--- src/sv/sop_eval_pkg.sv ---
package sop_eval_pkg;

   // Deepest group nesting the stack holds by default.
   localparam int DEFAULT_MAX_DEPTH = 16;

   // Expression characters (ASCII).
   localparam logic [7:0] CHAR_A     = 8'h41;
   localparam logic [7:0] CHAR_E     = 8'h45;
   localparam logic [7:0] CHAR_PLUS  = 8'h2B;
   localparam logic [7:0] CHAR_OPEN  = 8'h28;
   localparam logic [7:0] CHAR_CLOSE = 8'h29;
   localparam logic [7:0] CHAR_BANG  = 8'h21;

   // One saved group context.
   typedef struct packed {
      logic neg;
      logic prod;
      logic sum;
   } stack_entry_type;

   localparam int STACK_ENTRY_W = $bits(stack_entry_type);

endpackage

--- src/sv/sop_eval_ram.sv ---
module sop_eval_ram #(
   parameter int WIDTH = sop_eval_pkg::STACK_ENTRY_W,
   parameter int DEPTH = sop_eval_pkg::DEFAULT_MAX_DEPTH,
   localparam int AW = (DEPTH > 1) ? $clog2(DEPTH) : 1
) (
   input  logic             clock,
   input  logic             wr_en,
   input  logic [AW-1:0]    wr_addr,
   input  logic [WIDTH-1:0] wr_data,
   input  logic [AW-1:0]    rd_addr,
   output logic [WIDTH-1:0] rd_data
);

   logic [WIDTH-1:0] mem_ff [DEPTH];
   logic [WIDTH-1:0] rd_data_ff;

   always_ff @(posedge clock) begin
      if (wr_en) begin
         mem_ff[wr_addr] <= wr_data;
      end
      rd_data_ff <= mem_ff[rd_addr];
   end

   assign rd_data = rd_data_ff;

endmodule

--- src/sv/sum_of_products_expression_evaluator.sv ---
// Channel  Direction  Handshake            Word
// req      in         req_valid/req_ready  req_character, req_var_values, req_last
// rsp      out        rsp_valid/rsp_ready  rsp_value, rsp_error
//
// One character per cycle while req_ready is high; a result appears the cycle
// after its last character is taken. The rate is set by the registered state update.
// Reset (synchronous, active high) clears the flags, nesting level and the
// result valid flag; the stack RAM is not cleared, its entries are always
// pushed before they are popped.
// req_ready stays high while the result register is empty or being drained.
module sum_of_products_expression_evaluator #(
   parameter int MAX_DEPTH = sop_eval_pkg::DEFAULT_MAX_DEPTH
) (
   input  logic       clock,
   input  logic       reset,
   input  logic       req_valid,
   output logic       req_ready,
   input  logic [7:0] req_character,
   input  logic [4:0] req_var_values,
   input  logic       req_last,
   output logic       rsp_valid,
   input  logic       rsp_ready,
   output logic       rsp_value,
   output logic       rsp_error
);

   // Level counts 0..MAX_DEPTH; stack address only needs 0..MAX_DEPTH-1.
   localparam int LW = $clog2(MAX_DEPTH + 1);
   localparam int AW = (MAX_DEPTH > 1) ? $clog2(MAX_DEPTH) : 1;
   localparam logic [LW-1:0] LEVEL_FULL = LW'(MAX_DEPTH);

   // Running state
   logic [LW-1:0] level_ff, level_in;
   logic          sum_ff, sum_in;
   logic          prod_ff, prod_in;
   logic          neg_ff, neg_in;
   logic          err_ff, err_in;

   // Top-of-stack bypass: a push writes the RAM and this register, since the
   // registered RAM read issued in the push cycle still returns the old entry.
   logic                           pushed_ff, pushed_in;
   sop_eval_pkg::stack_entry_type  byp_ff;

   // Result register
   logic rsp_valid_ff, rsp_valid_in;
   logic rsp_value_ff, rsp_value_in;
   logic rsp_error_ff, rsp_error_in;

   logic                          accept;
   logic                          do_push;
   sop_eval_pkg::stack_entry_type push_entry;
   sop_eval_pkg::stack_entry_type top_entry;
   logic [sop_eval_pkg::STACK_ENTRY_W-1:0] ram_rd;
   logic [AW-1:0]                 rd_level;
   logic [2:0]                    var_idx;
   logic                          var_bit;
   logic                          grp;
   logic                          fin_err;

   assign req_ready = !rsp_valid_ff || rsp_ready;
   assign accept    = req_valid && req_ready;

   assign top_entry = pushed_ff ? byp_ff : sop_eval_pkg::stack_entry_type'(ram_rd);

   // Letter A..E picks bit 0..4.
   assign var_idx = 3'(req_character - sop_eval_pkg::CHAR_A);
   assign var_bit = req_var_values[var_idx];

   assign push_entry = '{neg: neg_ff, prod: prod_ff, sum: sum_ff};

   always_comb begin
      level_in     = level_ff;
      sum_in       = sum_ff;
      prod_in      = prod_ff;
      neg_in       = neg_ff;
      err_in       = err_ff;
      do_push      = 1'b0;
      grp          = 1'b0;
      fin_err      = 1'b0;
      rsp_valid_in = rsp_valid_ff && !rsp_ready;
      rsp_value_in = rsp_value_ff;
      rsp_error_in = rsp_error_ff;

      if (accept) begin
         if (req_character >= sop_eval_pkg::CHAR_A &&
             req_character <= sop_eval_pkg::CHAR_E) begin
            prod_in = prod_ff && var_bit;
         end else begin
            case (req_character)
               sop_eval_pkg::CHAR_PLUS: begin
                  sum_in  = sum_ff || prod_ff;
                  prod_in = 1'b1;
               end
               sop_eval_pkg::CHAR_OPEN: begin
                  if (level_ff == LEVEL_FULL) begin
                     err_in = 1'b1;   // nesting overflow
                  end else begin
                     do_push  = 1'b1;
                     level_in = level_ff + 1'b1;
                     sum_in   = 1'b0;
                     prod_in  = 1'b1;
                     neg_in   = 1'b0;
                  end
               end
               sop_eval_pkg::CHAR_CLOSE: begin
                  if (level_ff == '0) begin
                     err_in = 1'b1;   // unmatched close
                  end else begin
                     grp      = (sum_ff || prod_ff) ^ top_entry.neg;
                     level_in = level_ff - 1'b1;
                     sum_in   = top_entry.sum;
                     prod_in  = top_entry.prod && grp;
                     neg_in   = 1'b0;  // stray negate inside the group is dropped
                  end
               end
               sop_eval_pkg::CHAR_BANG: begin
                  neg_in = 1'b1;
               end
               default: begin
               end
            endcase
         end

         if (req_last) begin
            fin_err      = err_in || (level_in != '0);
            rsp_valid_in = 1'b1;
            rsp_error_in = fin_err;
            rsp_value_in = !fin_err && (sum_in || prod_in);
            level_in     = '0;
            sum_in       = 1'b0;
            prod_in      = 1'b1;
            neg_in       = 1'b0;
            err_in       = 1'b0;
         end
      end

      pushed_in = do_push && !req_last;
   end

   // Read the entry that will be on top next cycle.
   assign rd_level = AW'(level_in - 1'b1);

   sop_eval_ram #(
      .WIDTH (sop_eval_pkg::STACK_ENTRY_W),
      .DEPTH (MAX_DEPTH)
   ) u_stack (
      .clock   (clock),
      .wr_en   (do_push),
      .wr_addr (level_ff[AW-1:0]),
      .wr_data (push_entry),
      .rd_addr (rd_level),
      .rd_data (ram_rd)
   );

   always_ff @(posedge clock) begin
      if (reset) begin
         level_ff     <= '0;
         sum_ff       <= 1'b0;
         prod_ff      <= 1'b1;
         neg_ff       <= 1'b0;
         err_ff       <= 1'b0;
         pushed_ff    <= 1'b0;
         rsp_valid_ff <= 1'b0;
      end else begin
         level_ff     <= level_in;
         sum_ff       <= sum_in;
         prod_ff      <= prod_in;
         neg_ff       <= neg_in;
         err_ff       <= err_in;
         pushed_ff    <= pushed_in;
         rsp_valid_ff <= rsp_valid_in;
      end
      byp_ff       <= push_entry;
      rsp_value_ff <= rsp_value_in;
      rsp_error_ff <= rsp_error_in;
   end

   assign rsp_valid = rsp_valid_ff;
   assign rsp_value = rsp_value_ff;
   assign rsp_error = rsp_error_ff;

   // Checks
   a_level_bound: assert property (@(posedge clock) disable iff (reset)
      level_ff <= LEVEL_FULL)
      else $error("nesting level beyond stack depth");

   a_last_gives_rsp: assert property (@(posedge clock) disable iff (reset)
      accept && req_last |=> rsp_valid_ff)
      else $error("last word did not load a result");

   a_last_clears: assert property (@(posedge clock) disable iff (reset)
      accept && req_last |=> level_ff == '0 && !err_ff && prod_ff && !sum_ff && !pushed_ff)
      else $error("state not cleared after last word");

   a_bypass_level: assert property (@(posedge clock) disable iff (reset)
      pushed_ff |-> level_ff != '0)
      else $error("bypass entry with empty stack");

   a_err_value: assert property (@(posedge clock) disable iff (reset)
      rsp_valid_ff && rsp_error_ff |-> !rsp_value_ff)
      else $error("value set together with error");

endmodule
--- config.mk ---
export PLATFORM = sky130hd
export DESIGN_NAME = sum_of_products_expression_evaluator
export DESIGN_NICKNAME = d
export VERILOG_FILES = /design/src/sv/sop_eval_pkg.sv /design/src/sv/sop_eval_ram.sv /design/src/sv/sum_of_products_expression_evaluator.sv
export SDC_FILE = /design/constraint.sdc
export NUM_CORES = 1
export LEC_CHECK = 0
export ABC_CLOCK_PERIOD_IN_PS = 3200
export BUFFER_PORTS_ARGS = -buffer_cell sky130_fd_sc_hd__buf_2
export CORE_ASPECT_RATIO = 2
export CORE_MARGIN = 2
export CORE_UTILIZATION = 50
export DETAILED_ROUTE_END_ITERATION = 8
export PLACE_DENSITY = 0.68
export SYNTH_ARGS = -nofsm -noshare
export SYNTH_HDL_FRONTEND = slang
export SYNTH_SLANG_ARGS = --single-unit
--- constraint.sdc ---
create_clock -name clock -period 3.2 [get_ports clock]
set_input_delay 0.64 -clock clock [delete_from_list [all_inputs] [get_ports clock]]
set_output_delay 0.64 -clock clock [all_outputs]
set_load 0.1 [all_outputs]
==> impl_metrics.env <==
export IMPL_ctsHtreeMaxLevel=3
export IMPL_fmax_ghz=0.332
export IMPL_drive_gt1_frac=0.267
export IMPL_crit_chain="inv_1, ha_4, or4b_4, and2_4, a22oi_2, o32ai_1, a211o_1, a21boi_0, or4_4"
export IMPL_p_leak_nw=1.54
export IMPL_worst_slew_pin_slew_ns=0.689
export IMPL_hold_worst_slack_ns=0.551
export IMPL_p_int_mw=1.50
export IMPL_die_y_um=123
export IMPL_slowest_delay_ns=0.57
export IMPL_clock_path_buffers=2
export IMPL_p_sw_frac=0.208
export IMPL_clk_latency_ns=0.33
export IMPL_critical_path_arrival_ns=3.07
export IMPL_dr_total_vias=2914
export IMPL_hpwl_mm=8.05
export IMPL_min_path_type="reg2reg"
export IMPL_power_share_clock=0.465
export IMPL_crit_path_end_kind="flop"
export IMPL_cts_root_buf="clkbuf_16"
export IMPL_fin_cells=476
export IMPL_grt_start_max_net_pins=21
export IMPL_yosysWarnings=0
export IMPL_via_per_inst=6.12
export IMPL_cts_sinks=67
export IMPL_drc=0
export IMPL_layout_nets=408
export IMPL_drv_slew=0
export IMPL_cp_depth=9
export IMPL_antenna_found_initial=0
export IMPL_drt_iter0_markers=188
export IMPL_relSlewSlack=0.540
export IMPL_synth_async_reset_ratio=0
export IMPL_placed_area_um2=4020
export IMPL_p_comb_frac=0.048
export IMPL_fill_cells=623
export IMPL_path_class="reg2reg"
export IMPL_hold_depth=2
export IMPL_cts_made_buffers=9
export IMPL_dieWidth_um=63.4
export IMPL_cap_violations=0
export IMPL_finalSetupTns_ns=0
export IMPL_avgSynthCellArea_um2=11.0
export IMPL_routed_wl_mm=10.5
export IMPL_hold_end="u_stack.rd_data[1]"
export IMPL_rows=43
export IMPL_cts_reportedPaths_clkPinSlew_ns=0.05
export IMPL_setup_violations=0
export IMPL_netlist_instances=321
export IMPL_grt_pass1_vias=3081
export IMPL_io_pins=22
export IMPL_core_region_area_um2=6890
export IMPL_antenna_left=0
export IMPL_fin_crit_ns=3.01
export IMPL_dp_cells=460
export IMPL_synth_distinct_cells=66
export IMPL_crit_family="simple AND/OR/NAND/NOR gates"
export IMPL_r2r_start="level_ff[1]"
export IMPL_synth_flop_cell="edfxtp_1"
export IMPL_tritoncts="yes"
export IMPL_wl_per_cell_um=22.0
export IMPL_io_buffers=21
export IMPL_cp_max_fo=7
export IMPL_synth_edf_count=50
export IMPL_area_growth_syn_to_layout_pct=22.6
export IMPL_hold_violations=0
export IMPL_firstDrtPassIters=8
export IMPL_irDropWorstVdd_mv=0.228
export IMPL_skew_ns=0.00374
export IMPL_crit_buf_inv=1
export IMPL_die_area_um2=7780
export IMPL_grt_total_usage=0.289
export IMPL_start_util=0.512
export IMPL_required_ns=3.26
export IMPL_final_area_um2=4320
export IMPL_worst_path_max_delay_cell="or4_4"
export IMPL_gp_congestion=0.907
export IMPL_reg2reg_depth=9
export IMPL_diodes=0
export IMPL_globalRouteOverflowTotal=0
export IMPL_synth_area_um2=3520
export IMPL_rsz0062_at_grt="false"
export IMPL_status="finished clean"
export IMPL_cp_start_kind="flop"
export IMPL_timing_rr_end="rsp_error"
export IMPL_hp_start="u_stack.mem_ff[15][1]"
export IMPL_cellPowerDensity_nw_per_um2=440
export IMPL_power_switching_uw=395
export IMPL_synth_fp_nets=348
export IMPL_seq_power_share=0.487
export IMPL_period_share=0.942
export IMPL_grt_pass1_wl_mm=16.2
export IMPL_synth_seq_area_share=0.523
export IMPL_synth_seq_cells=67
export IMPL_r2r_slack_ns=0.19
[cells by family after synthesis]
logic type	count (synthesis)	share of synthesized area
flip-flops	67	0.523
adder cells (fa/ha/maj)	9	0.0320
multiplexers	18	0.0561
XOR/XNOR	3	0.00746
AO/OA/AOI/OAI	76	0.163
buffers and inverters	32	0.0383
AND/OR/NAND/NOR	116	0.180
[layer usage]
layer | GRT usage | up-vias | wire length (µm)
met5 | 0 | - | 0
li1 | - | 1346 | -
met4 | 0.258 | 0 | 933
met1 | 0.255 | 1394 | 3240
met3 | 0.0449 | 53 | 346
met2 | 0.545 | 121 | 5940
[registers in the layout, indices dropped and copies added (netlist names)]
name and cells:
byp_ff 3, err_ff 1, level_ff 5, neg_ff 1, prod_ff 1, pushed_ff 1
rsp_error 1, rsp_valid 1, rsp_value 1, sum_ff 1, u_stack.mem_ff 48, u_stack.rd_data 3
[what timing repair did]
item	CTS	global route
gates resized for setup	0	5
endpoints found under the setup margin	0	3
setup buffers	0	0
hold buffers	0	0
[cells in the final DEF, fill, tap and decap left out, types with 3 or more instances in the layout]
cell,instances
and3_1,3
buf_4,44
nor2_1,28
nand2_1,20
clkbuf_1,4
buf_2,21
a211oi_1,5
ha_1,8
xnor2_1,3
clkbuf_16,9
nor3_1,14
nand2b_1,5
mux2_2,4
o211ai_1,6
dfxtp_1,16
a31oi_1,4
o221ai_1,3
mux2i_1,13
inv_1,14
nor3b_1,4
and2_1,6
nand3_1,12
o21ai_0,13
or3_1,3
a21oi_1,8
nor2b_1,3
edfxtp_1,50
o22ai_1,5
[cell usage after synthesis (3+ instances only)]
cell type	instances	share of area
a211oi_1	5	0.011
a21oi_1	8	0.011
a31oi_1	4	0.0071
and2_1	6	0.011
and3_1	3	0.0053
buf_2	3	0.0043
clkbuf_1	12	0.013
dfxtp_1	17	0.097
edfxtp_1	50	0.43
ha_1	9	0.032
inv_1	15	0.016
mux2_2	4	0.013
mux2i_1	13	0.037
nand2_1	20	0.021
nand2b_1	5	0.0089
nand3_1	12	0.017
nor2_1	28	0.030
nor2b_1	3	0.0053
nor3_1	14	0.020
nor3b_1	4	0.0085
nor4b_1	3	0.0075
o211ai_1	6	0.013
o21ai_0	13	0.018
o221ai_1	3	0.0075
o22ai_1	5	0.0089
or3_1	3	0.0053
xnor2_1	3	0.0075
[worst reg2reg max path, stage by stage (launching register included)]
cell	delay, ns
dfxtp_1	0.31
inv_1	0.21
ha_4	0.21
or4b_4	0.50
and2_4	0.22
a22oi_2	0.12
o32ai_1	0.11
a211o_1	0.35
a21boi_0	0.16
or4_4	0.57
[power groups by stage]
stage	sequential (mW)	combinational [mW]	clock (mW)
6_report	0.925	0.0920	0.883
5_1_grt	0.925	0.0990	0.922
4_1_cts	0.925	0.0909	0.893
3_5_place_dp	0.943	0.0906	0
3_3_place_gp	0.943	0.0897	0
2_1_floorplan	0.953	0.0418	0
[metrics by stage]
stage               power, mW  utilization  setup WS, ns
floorplan               0.995            -         0.169
global placement         1.03        0.583       -0.0639
detailed placement       1.03        0.583        -0.100
CTS                      1.91        0.622        0.0924
global route             1.95        0.627        0.0607
finish                   1.90        0.627         0.185
[worst max-delay path by stage]
stage,startpoint,endpoint,slack (ns)
2_1_floorplan,rsp_valid,u_stack.rd_data[2],0.17
3_3_place_gp,req_character[1],u_stack.rd_data[1],-0.06
3_5_place_dp,req_character[1],u_stack.rd_data[1],-0.1
4_1_cts,level_ff[1],u_stack.rd_data[1],0.09
5_1_grt,level_ff[1],u_stack.rd_data[1],0.06
6_report,level_ff[1],rsp_error,0.19
[layout make-up]
type | count | area [µm²] | share of cell area
inverter | 15 | 60.1 | 0.0139
clock buffer | 14 | 254 | 0.0588
timing repair buffer | 66 | 455 | 0.105
tap | 90 | 113 | 0.0261
sequential | 67 | 1840 | 0.427
multi-input combinational | 222 | 1580 | 0.366
clock inverter | 2 | 11.3 | 0.00261
(Power assumes the default switching activity.)
